`src/cptpi_pkg.sv`:
```
// Shared types and constants for the cascaded position/torque PI block.
`default_nettype none

package cptpi_pkg;

    // Q16.16 constants
    localparam logic signed [19:0] Q_PI       = 20'sd205887;
    localparam logic signed [19:0] Q_TWO_PI   = 20'sd411775;
    localparam logic signed [31:0] Q_FIVE     = 32'sd327680;
    localparam logic signed [31:0] Q_THREE    = 32'sd196608;
    localparam logic [16:0]        DT_DEFAULT = 17'd66;

    // datapath widths
    localparam int MAG_W   = 36;               // multiplier magnitude operand
    localparam int GAIN_W  = 31;               // multiplier gain operand
    localparam int PROD_W  = MAG_W + GAIN_W;   // full product
    localparam int RES_W   = PROD_W - 16 + 1;  // rounded, signed
    localparam int SUM_W   = RES_W + 1;        // accumulate before clamp
    localparam int ITERM_W = MAG_W + 1;        // saturated integral step, signed

    // configuration register reset values
    localparam logic [30:0] RST_POS_KP  = 31'd262144;
    localparam logic [30:0] RST_POS_KI  = 31'd5242880;
    localparam logic [30:0] RST_TRQ_KP  = 31'd52429;
    localparam logic [30:0] RST_TRQ_KI  = 31'd13107200;
    localparam logic [30:0] RST_TRQ_CAP = 31'd196608;
    localparam logic [16:0] RST_PERIOD  = 17'd66;

    typedef enum logic [2:0] {
        CFG_POS_KP   = 3'd0,
        CFG_POS_KI   = 3'd1,
        CFG_TRQ_KP   = 3'd2,
        CFG_TRQ_KI   = 3'd3,
        CFG_TARGET   = 3'd4,
        CFG_TRQ_CAP  = 3'd5,
        CFG_VOLT_CAP = 3'd6,
        CFG_PERIOD   = 3'd7
    } t_cfg_idx;

    typedef struct packed {
        logic [30:0] pos_kp;
        logic [30:0] pos_ki;
        logic [30:0] trq_kp;
        logic [30:0] trq_ki;
        logic [18:0] target_angle;
        logic [30:0] torque_cap;
        logic [22:0] volt_cap;
        logic [16:0] sample_period;
    } t_cfg;

    // one pass through the shared multiplier per step
    typedef enum logic [2:0] {
        ST_PKI = 3'd0,
        ST_PDT = 3'd1,
        ST_PKP = 3'd2,
        ST_TKI = 3'd3,
        ST_TDT = 3'd4,
        ST_TKP = 3'd5
    } t_step;

    typedef struct packed {
        logic  capture;
        logic  calc_err;
        logic  mul_en;
        logic  rnd_en;
        logic  app_en;
        logic  terr_en;
        logic  load_out;
        t_step step;
    } t_dp_cmd;

endpackage

`default_nettype wire

```
`src/cptpi_cfg.sv`:
```
// Configuration register file for the cascaded PI block.
`default_nettype none

module cptpi_cfg (
    input  logic              i_clk,
    input  logic              i_rst_n,
    input  logic              i_cfg_we,
    input  logic [2:0]        i_cfg_idx,
    input  logic [30:0]       i_cfg_data,
    output cptpi_pkg::t_cfg   o_cfg
);
    import cptpi_pkg::*;

    t_cfg r_cfg;

    always_ff @(posedge i_clk) begin
        if (!i_rst_n) begin
            r_cfg.pos_kp        <= RST_POS_KP;
            r_cfg.pos_ki        <= RST_POS_KI;
            r_cfg.trq_kp        <= RST_TRQ_KP;
            r_cfg.trq_ki        <= RST_TRQ_KI;
            r_cfg.target_angle  <= '0;
            r_cfg.torque_cap    <= RST_TRQ_CAP;
            r_cfg.volt_cap      <= '0;
            r_cfg.sample_period <= RST_PERIOD;
        end else if (i_cfg_we) begin
            unique case (t_cfg_idx'(i_cfg_idx))
                CFG_POS_KP:   r_cfg.pos_kp        <= i_cfg_data;
                CFG_POS_KI:   r_cfg.pos_ki        <= i_cfg_data;
                CFG_TRQ_KP:   r_cfg.trq_kp        <= i_cfg_data;
                CFG_TRQ_KI:   r_cfg.trq_ki        <= i_cfg_data;
                CFG_TARGET:   r_cfg.target_angle  <= i_cfg_data[18:0];
                CFG_TRQ_CAP:  r_cfg.torque_cap    <= i_cfg_data;
                CFG_VOLT_CAP: r_cfg.volt_cap      <= i_cfg_data[22:0];
                CFG_PERIOD:   r_cfg.sample_period <= i_cfg_data[16:0];
            endcase
        end
    end

    assign o_cfg = r_cfg;

endmodule

`default_nettype wire

```
`src/cptpi_ctrl.sv`:
```
// Sequencer for the cascaded PI block: steps the shared multiplier datapath.
`default_nettype none

module cptpi_ctrl (
    input  logic                i_clk,
    input  logic                i_rst_n,
    input  logic                i_in_valid,
    output logic                o_in_ready,
    output logic                o_out_valid,
    input  logic                i_out_ready,
    output cptpi_pkg::t_dp_cmd  o_cmd
);
    import cptpi_pkg::*;

    typedef enum logic [6:0] {
        S_IDLE = 7'b0000001,
        S_ERR  = 7'b0000010,
        S_MUL  = 7'b0000100,
        S_RND  = 7'b0001000,
        S_APP  = 7'b0010000,
        S_TERR = 7'b0100000,
        S_FIN  = 7'b1000000
    } t_state;

    t_state  r_state, n_state;
    t_step   r_step, n_step;
    logic    r_out_valid, n_out_valid;
    t_dp_cmd w_cmd;

    always_comb begin
        n_state = r_state;
        n_step  = r_step;
        w_cmd   = '0;
        w_cmd.step = r_step;
        unique case (r_state)
            S_IDLE: begin
                w_cmd.capture = i_in_valid;
                if (i_in_valid) n_state = S_ERR;
            end
            S_ERR: begin
                w_cmd.calc_err = 1'b1;
                n_step  = ST_PKI;
                n_state = S_MUL;
            end
            S_MUL: begin
                w_cmd.mul_en = 1'b1;
                n_state = S_RND;
            end
            S_RND: begin
                w_cmd.rnd_en = 1'b1;
                n_state = S_APP;
            end
            S_APP: begin
                w_cmd.app_en = 1'b1;
                unique case (r_step)
                    ST_PKI: begin n_step = ST_PDT; n_state = S_MUL;  end
                    ST_PDT: begin n_step = ST_PKP; n_state = S_MUL;  end
                    ST_PKP: begin n_step = ST_TKI; n_state = S_TERR; end
                    ST_TKI: begin n_step = ST_TDT; n_state = S_MUL;  end
                    ST_TDT: begin n_step = ST_TKP; n_state = S_MUL;  end
                    ST_TKP: n_state = S_FIN;
                    default: n_state = S_IDLE;
                endcase
            end
            S_TERR: begin
                w_cmd.terr_en = 1'b1;
                n_state = S_MUL;
            end
            S_FIN: begin
                // hold until the output register is free
                if (!r_out_valid || i_out_ready) begin
                    w_cmd.load_out = 1'b1;
                    n_state = S_IDLE;
                end
            end
            default: n_state = S_IDLE;
        endcase
    end

    always_comb begin
        if (w_cmd.load_out)  n_out_valid = 1'b1;
        else if (i_out_ready) n_out_valid = 1'b0;
        else                  n_out_valid = r_out_valid;
    end

    always_ff @(posedge i_clk) begin
        if (!i_rst_n) begin
            r_state     <= S_IDLE;
            r_step      <= ST_PKI;
            r_out_valid <= 1'b0;
        end else begin
            r_state     <= n_state;
            r_step      <= n_step;
            r_out_valid <= n_out_valid;
        end
    end

    assign o_in_ready  = (r_state == S_IDLE);
    assign o_out_valid = r_out_valid;
    assign o_cmd       = w_cmd;

endmodule

`default_nettype wire

```
`src/cptpi_dp.sv`:
```
// Datapath for the cascaded PI block: shared multiplier, rounding, accumulate and clamp.
`default_nettype none

module cptpi_dp (
    input  logic                i_clk,
    input  logic                i_rst_n,
    input  cptpi_pkg::t_cfg     i_cfg,
    input  cptpi_pkg::t_dp_cmd  i_cmd,
    input  logic [18:0]         i_mech_angle,
    input  logic [18:0]         i_elec_angle,
    input  logic signed [31:0]  i_supply_volts,
    output logic signed [31:0]  o_volt_q,
    output logic signed [31:0]  o_torque_command,
    output logic [18:0]         o_angle_out
);
    import cptpi_pkg::*;

    localparam logic signed [SUM_W-1:0] ITERM_MAX =
        SUM_W'((64'd1 << (ITERM_W - 1)) - 64'd1);

    function automatic logic signed [SUM_W-1:0] f_clamp(
        input logic signed [SUM_W-1:0] v,
        input logic signed [SUM_W-1:0] lim
    );
        logic signed [SUM_W-1:0] res;
        if (v > lim)       res = lim;
        else if (v < -lim) res = -lim;
        else               res = v;
        return res;
    endfunction

    // captured item
    logic [18:0]               r_mech, r_elec;
    logic signed [31:0]        r_supply;
    // working values
    logic signed [18:0]        r_err_p;
    logic signed [32:0]        r_err_t;
    logic signed [ITERM_W-1:0] r_iterm;
    logic signed [31:0]        r_tcmd;
    logic [PROD_W-1:0]         r_prod;
    logic                      r_neg;
    logic signed [RES_W-1:0]   r_res;
    // loop state
    logic signed [31:0]        r_pint, r_tint, r_last;
    // output register
    logic signed [31:0]        r_out_vq, r_out_tc;
    logic [18:0]               r_out_ang;

    logic signed [19:0]        w_diff, w_wrap;
    logic signed [18:0]        n_err_p;
    logic [16:0]               w_dt;
    logic [30:0]               w_cap_eff;
    logic [31:0]               w_volt_lim;
    logic [18:0]               w_err_p_mag;
    logic [MAG_W-1:0]          w_iterm_mag;
    logic [32:0]               w_err_t_mag;
    logic [MAG_W-1:0]          w_mul_a;
    logic [GAIN_W-1:0]         w_mul_b;
    logic                      w_mul_neg;
    logic [PROD_W-1:0]         w_prod;
    logic [PROD_W-1:0]         w_rnd_sum;
    logic [RES_W-2:0]          w_rnd_mag;
    logic signed [RES_W-1:0]   n_res;
    logic signed [SUM_W-1:0]   w_base, w_lim, w_acc, w_clamped;

    // wrap the position error into [-pi, pi]; one step of 2*pi is enough
    always_comb begin
        w_diff = $signed({1'b0, i_cfg.target_angle}) - $signed({1'b0, r_mech});
        if (w_diff > Q_PI)       w_wrap = w_diff - Q_TWO_PI;
        else if (w_diff < -Q_PI) w_wrap = w_diff + Q_TWO_PI;
        else                     w_wrap = w_diff;
        n_err_p = w_wrap[18:0];
    end

    assign w_dt      = (i_cfg.sample_period == '0) ? DT_DEFAULT : i_cfg.sample_period;
    // torque command limit is the tighter of +-3 and the cap
    assign w_cap_eff = (i_cfg.torque_cap < 31'(Q_THREE)) ? i_cfg.torque_cap : 31'(Q_THREE);

    always_comb begin
        if (i_cfg.volt_cap != '0)    w_volt_lim = 32'(i_cfg.volt_cap);
        else if (r_supply > 32'sd0)  w_volt_lim = {1'b0, r_supply[31:1]};
        else                         w_volt_lim = '0;
    end

    assign w_err_p_mag = r_err_p[18] ? 19'(-r_err_p) : 19'(r_err_p);
    assign w_iterm_mag = r_iterm[ITERM_W-1] ? MAG_W'(-r_iterm) : r_iterm[MAG_W-1:0];
    assign w_err_t_mag = r_err_t[32] ? 33'(-r_err_t) : 33'(r_err_t);

    // operand select: sign-magnitude, gains and dt are never negative
    always_comb begin
        unique case (i_cmd.step)
            ST_PKI: begin
                w_mul_a = MAG_W'(w_err_p_mag); w_mul_b = i_cfg.pos_ki;
                w_mul_neg = r_err_p[18];
            end
            ST_PKP: begin
                w_mul_a = MAG_W'(w_err_p_mag); w_mul_b = i_cfg.pos_kp;
                w_mul_neg = r_err_p[18];
            end
            ST_PDT, ST_TDT: begin
                w_mul_a = w_iterm_mag; w_mul_b = GAIN_W'(w_dt);
                w_mul_neg = r_iterm[ITERM_W-1];
            end
            ST_TKI: begin
                w_mul_a = MAG_W'(w_err_t_mag); w_mul_b = i_cfg.trq_ki;
                w_mul_neg = r_err_t[32];
            end
            ST_TKP: begin
                w_mul_a = MAG_W'(w_err_t_mag); w_mul_b = i_cfg.trq_kp;
                w_mul_neg = r_err_t[32];
            end
            default: begin
                w_mul_a = '0; w_mul_b = '0; w_mul_neg = 1'b0;
            end
        endcase
    end

    assign w_prod = PROD_W'(w_mul_a) * PROD_W'(w_mul_b);

    // round half away from zero on the magnitude, then apply the sign
    assign w_rnd_sum = r_prod + PROD_W'(32'h8000);
    assign w_rnd_mag = w_rnd_sum[PROD_W-1:16];
    assign n_res = r_neg ? -$signed({1'b0, w_rnd_mag}) : $signed({1'b0, w_rnd_mag});

    // accumulate and clamp; integral steps only saturate
    always_comb begin
        unique case (i_cmd.step)
            ST_PKI, ST_TKI: begin w_base = '0;            w_lim = ITERM_MAX;         end
            ST_PDT:         begin w_base = SUM_W'(r_pint); w_lim = SUM_W'(Q_FIVE);    end
            ST_PKP:         begin w_base = SUM_W'(r_pint); w_lim = SUM_W'(w_cap_eff); end
            ST_TDT:         begin w_base = SUM_W'(r_tint); w_lim = SUM_W'(Q_FIVE);    end
            ST_TKP:         begin w_base = SUM_W'(r_tint); w_lim = SUM_W'(w_volt_lim); end
            default:        begin w_base = '0;            w_lim = '0;                end
        endcase
        w_acc     = SUM_W'(r_res) + w_base;
        w_clamped = f_clamp(w_acc, w_lim);
    end

    always_ff @(posedge i_clk) begin
        if (i_cmd.capture) begin
            r_mech   <= i_mech_angle;
            r_elec   <= i_elec_angle;
            r_supply <= i_supply_volts;
        end
        if (i_cmd.calc_err) r_err_p <= n_err_p;
        if (i_cmd.mul_en) begin
            r_prod <= w_prod;
            r_neg  <= w_mul_neg;
        end
        if (i_cmd.rnd_en) r_res <= n_res;
        if (i_cmd.app_en) begin
            unique case (i_cmd.step)
                ST_PKI, ST_TKI: r_iterm <= w_clamped[ITERM_W-1:0];
                ST_PKP:         r_tcmd  <= w_clamped[31:0];
                default: ;
            endcase
        end
        if (i_cmd.terr_en) r_err_t <= 33'(r_tcmd) - 33'(r_last);
        if (i_cmd.load_out) begin
            r_out_vq  <= r_last;
            r_out_tc  <= r_tcmd;
            r_out_ang <= r_elec;
        end
    end

    always_ff @(posedge i_clk) begin
        if (!i_rst_n) begin
            r_pint <= '0;
            r_tint <= '0;
            r_last <= '0;
        end else if (i_cmd.app_en) begin
            unique case (i_cmd.step)
                ST_PDT:  r_pint <= w_clamped[31:0];
                ST_TDT:  r_tint <= w_clamped[31:0];
                ST_TKP:  r_last <= w_clamped[31:0];
                default: ;
            endcase
        end
    end

    assign o_volt_q         = r_out_vq;
    assign o_torque_command = r_out_tc;
    assign o_angle_out      = r_out_ang;

endmodule

`default_nettype wire

```
`src/cascaded_position_torque_pi_top.sv`:
```
// Each item makes six passes (multiply, round, accumulate/clamp) through one shared
// 36x31 multiplier; a new item is taken only after the previous one has been loaded
// into the output register, and a stalled output holds that load until it is free.
// The next item is taken while a finished result waits in the output register.
// Reset (synchronous, active low) loads register defaults and zeroes both integrators
// and the stored q voltage.
`default_nettype none

module cascaded_position_torque_pi_top (
    input  logic               i_clk,
    input  logic               i_rst_n,
    input  logic               i_cfg_we,
    input  logic [2:0]         i_cfg_idx,
    input  logic [30:0]        i_cfg_data,
    input  logic               i_in_valid,
    output logic               o_in_ready,
    input  logic [18:0]        i_mech_angle,
    input  logic [18:0]        i_elec_angle,
    input  logic signed [31:0] i_supply_volts,
    output logic               o_out_valid,
    input  logic               i_out_ready,
    output logic signed [31:0] o_volt_q,
    output logic signed [31:0] o_torque_command,
    output logic [18:0]        o_angle_out
);
    import cptpi_pkg::*;

    t_cfg    w_cfg;
    t_dp_cmd w_cmd;

    cptpi_cfg u_cfg (
        .i_clk      (i_clk),
        .i_rst_n    (i_rst_n),
        .i_cfg_we   (i_cfg_we),
        .i_cfg_idx  (i_cfg_idx),
        .i_cfg_data (i_cfg_data),
        .o_cfg      (w_cfg)
    );

    cptpi_ctrl u_ctrl (
        .i_clk       (i_clk),
        .i_rst_n     (i_rst_n),
        .i_in_valid  (i_in_valid),
        .o_in_ready  (o_in_ready),
        .o_out_valid (o_out_valid),
        .i_out_ready (i_out_ready),
        .o_cmd       (w_cmd)
    );

    cptpi_dp u_dp (
        .i_clk            (i_clk),
        .i_rst_n          (i_rst_n),
        .i_cfg            (w_cfg),
        .i_cmd            (w_cmd),
        .i_mech_angle     (i_mech_angle),
        .i_elec_angle     (i_elec_angle),
        .i_supply_volts   (i_supply_volts),
        .o_volt_q         (o_volt_q),
        .o_torque_command (o_torque_command),
        .o_angle_out      (o_angle_out)
    );

endmodule

`default_nettype wire

```
`config.mk`:
```
export PLATFORM = sky130hd
export DESIGN_NAME = cascaded_position_torque_pi_top
export DESIGN_NICKNAME = d
export VERILOG_FILES = /design/src/cptpi_pkg.sv /design/src/cptpi_cfg.sv /design/src/cptpi_ctrl.sv /design/src/cptpi_dp.sv /design/src/cascaded_position_torque_pi_top.sv
export SDC_FILE = /design/constraint.sdc
export NUM_CORES = 2
export LEC_CHECK = 0
export CAP_MARGIN = 20
export CORE_MARGIN = 8
export CORE_UTILIZATION = 60
export CTS_CLUSTER_SIZE = 8
export DETAILED_ROUTE_END_ITERATION = 8
export DONT_BUFFER_PORTS = 1
export GPL_TIMING_DRIVEN = 1
export PLACE_DENSITY = 0.76
export SLEW_MARGIN = 10
export SYNTH_ARGS = -nofsm -noshare
export SYNTH_HDL_FRONTEND = slang
export SYNTH_SLANG_ARGS = --single-unit
```
`constraint.sdc`:
```
create_clock -name i_clk -period 14 [get_ports i_clk]
set_input_delay 0.7 -clock i_clk [delete_from_list [all_inputs] [get_ports i_clk]]
set_output_delay 0.7 -clock i_clk [all_outputs]
set_load 0.01 [all_outputs]
```
==> results.json <==
{
  "outcome": "finished, final reports clean",
  "drt.antenna.violating_nets": 0,
  "r2r-start": "u_dp.r_iterm[0]",
  "post-route-period-util_pct": 91.12,
  "postSynthRegisterBits": 700,
  "power.ir.vdd_worst_mv": 0.1266,
  "die_width_um": 369.1,
  "cts-root-to-sink-buffers": 3,
  "tritoncts": "done",
  "clkTransAtPathRegs_ns": 0.06,
  "ff_latch_area_mm2": 0.01781,
  "grt_antenna_before_repair": 17,
  "syn_avg_cell_area_um2": 8.954,
  "grt_pass1_wl_mm": 374.1,
  "min_path_type": "in -> reg",
  "worstMarginPinSlew_ns": 1.170,
  "yosysSeqAreaShare_pct": 23.80,
  "reg2reg_slack_ns": 1.24,
  "slew_viol_final": 0,
  "groute.usage.overall_pct": 36.05,
  "dpl.cell_count": 9733,
  "top_level_ports": 194,
  "dp_hpwl_mm": 197.7,
  "die_height_um": 369.1,
  "grt_setup_unrepaired": "no",
  "vias_in_the_first_global_route": 61147,
  "report.final.hold_viol_count": 0,
  "worst_ep_required_time_ns": 14.45,
  "clock_sinks": 700,
  "syn_area_mm2": 0.07483,
  "route.detailed.wl_per_inst_um": 25.07,
  "synthesis.instances": 8357,
  "critPathMaxFanout": 14,
  "cpLargestDelayFamily": "adder cells",
  "design.die.area_mm2": 0.1363,
  "finalClockSkew_ns": 0.05604,
  "remaining_drc_errors": 0,
  "min_period_ns": 12.76,
  "pin_count_of_the_biggest_net_entering_global_routing": 324,
  "worstHoldEndpoint": "u_dp.r_supply[5]",
  "final.setup.tns_ns": 0,
  "post_cts_hold_buffer_count": 0,
  "clock_tree.htree_level_count": 3,
  "critPathKind": "reg -> reg",
  "clk_root_buffer_cell": "clkbuf_16",
  "area_of_the_multi_input_gates_mm2": 0.05128,
  "yosysUniqueCellTypes": 112,
  "cp-end-kind": "flop",
  "timing.rr.end": "u_dp.r_prod[64]",
  "avgViaCountPerCell": 6.217,
  "timing.reg2reg.worst_path_depth": 38,
  "clock.fmax_ghz": 0.07839,
  "rows": 129,
  "synth_top_flop_cell": "edfxtp_1",
  "power.static_leakage_nw": 34.47,
  "post_route_cells_drive_above_1_share_pct": 5.045,
  "via_count": 61582,
  "critPathMaxStageDelay_ns": 0.61,
  "max_cap_viol_count": 0,
  "cts_inserted_buffers": 98,
  "area_growth_pct": 6.386,
  "gates_resized_cts_repair": 0,
  "std_cell_core_area_mm2": 0.1238,
  "synth_edf_count": 379,
  "cp_buf_inv_count": 5,
  "grt_remaining_overflow": 0,
  "routed_wl_mm": 248.3,
  "report.final.setup_viol": 0,
  "timing.critical_path.arrival_ns": 13.21,
  "worst_path_max_delay_cell": "o22a_1",
  "finalWeightedCongestion": 0.9891,
  "synth-async-reset-ratio_pct": 0,
  "pwr_density_cell_mw_per_mm2": 73.82,
  "floorplan.initialDensity_pct": 60.44,
  "crit_path_frequent_cell": "fa_1",
  "nFillCells": 10182,
  "clkLatencyLatePin_ns": 0.73,
  "post_cts_buffers": 0,
  "layout.cells.non_filler": 9906,
  "critical_path.startpoint_type": "flop",
  "hold_path_startpoint": "i_supply_volts[5]",
  "yosys_warnings": 0,
  "min_delay_path_depth": 0,
  "first_pass_iters": 6,
  "detailedRoute.firstIterationViolations": 6685,
  "port_buffers": 0,
  "design.final.nets": 9747,
  "slew-limit-headroom_pct": 21.58
}
## flip-flops by register name, indices dropped and copies added (netlist names), 33 cells and up
register	count
u_cfg.o_cfg	214
u_dp.r_iterm	37
u_dp.r_res	52
u_dp.r_err_t	33
u_dp.r_prod	52
## metal layers
layer  track usage (%)  up-vias  share of wire, %
li1                  -    26852                 -
met1             47.78    30463                39
met2             56.10     3563                45
met3             8.597      702                11
met4             16.98        2               5.7
met5                 0        -            0.0048
## cells in the mapped netlist (24+ instances only)
library cell	number	share of area (%)
xor2_1	165	1.9
a31oi_1	34	0.28
clkbuf_1	368	1.8
and3_1	57	0.48
dfxtp_1	321	8.6
inv_1	1183	5.9
buf_1	24	0.12
fa_1	984	26
or2_2	41	0.34
nor2_1	696	3.5
nor4_1	38	0.32
nand3_1	166	1.1
o21ai_1	28	0.19
or3_1	45	0.38
buf_2	36	0.24
a211oi_1	35	0.35
a21boi_0	208	2.1
nor3_1	84	0.56
o21ai_0	277	1.9
o31ai_1	35	0.35
a22o_1	41	0.48
o21a_1	42	0.42
nand2_1	1329	6.7
a21oi_1	275	1.8
ha_1	456	7.6
a221o_1	30	0.40
and2_1	49	0.41
o22ai_1	32	0.27
nor2b_1	48	0.40
o211ai_1	26	0.26
nand2b_1	50	0.42
mux2i_1	35	0.47
xnor2_1	205	2.4
a21o_1	124	1.2
edfxtp_1	379	15
nand4_1	71	0.59
## where the power goes
part	leakage [nW]	switching (mW)	internal [mW]
Clock	1.36	0.934	1.33
Combinational	27.0	0.851	0.505
Sequential	6.06	0.0232	2.23
## area by class of cell
type                       count  area share (%)
multi-input combinational   6061           64.41
sequential                   700           22.37
inverter                    1186           5.592
clock buffer                 162           3.461
tap                         1637           2.573
timing repair buffer         151           1.438
clock inverter                 5          0.1367
antenna                        4         0.01257
## layout by cell type (no fill, tap or decap), types with 76 or more instances in the layout
| master | count |
|---|---|
| nand3_1 | 165 |
| edfxtp_1 | 379 |
| nand2_1 | 1329 |
| clkbuf_16 | 100 |
| nor3_1 | 76 |
| a21oi_1 | 273 |
| inv_1 | 1183 |
| a21boi_0 | 208 |
| dfxtp_1 | 319 |
| xor2_1 | 165 |
| buf_4 | 148 |
| o21ai_0 | 276 |
| ha_1 | 456 |
| a21o_1 | 124 |
| xnor2_1 | 205 |
| nor2_1 | 687 |
| fa_1 | 984 |
## logic make-up after synthesis
group	count (synthesis)	share of synthesized area [%]
flip-flops	700	23.80
adder cells (fa/ha/maj)	1440	33.95
other	2	0.01004
AND/OR/NAND/NOR	2757	16.19
multiplexers	43	0.5886
AO/OA/AOI/OAI	1408	12.77
XOR/XNOR	371	4.361
buffers and inverters	1636	8.331
## how the worst max path moves through the flow
| stage | from | endpoint | depth (start not counted) |
|---|---|---|---|
| after floorplan | u_dp.r_iterm[0] | u_dp.r_prod[64] | 39 |
| final | u_dp.r_iterm[0] | u_dp.r_prod[64] | 38 |
| after global routing | u_dp.r_iterm[0] | u_dp.r_prod[64] | 38 |
| after CTS | u_dp.r_iterm[0] | u_dp.r_prod[64] | 38 |
| after detailed placement | u_dp.r_iterm[0] | u_dp.r_prod[64] | 38 |
| after global placement | u_dp.r_iterm[0] | u_dp.r_prod[64] | 38 |
## stage by stage
stage               setup WS, ns  hold slack (ns)  util (%)  area [um2]  total power, mW
floorplan                  2.837           0.4003         -       74980            3.250
global route              0.7458          0.04956     64.30       79600            6.116
global placement           1.564           0.4009     61.95       76700            3.608
detailed placement         1.356           0.4063     61.96       76710            3.627
CTS                        1.345          0.05349     64.28       79570            5.872
finish                     1.243          0.07872     64.30       79600            5.877
(Power assumes the default switching activity.)
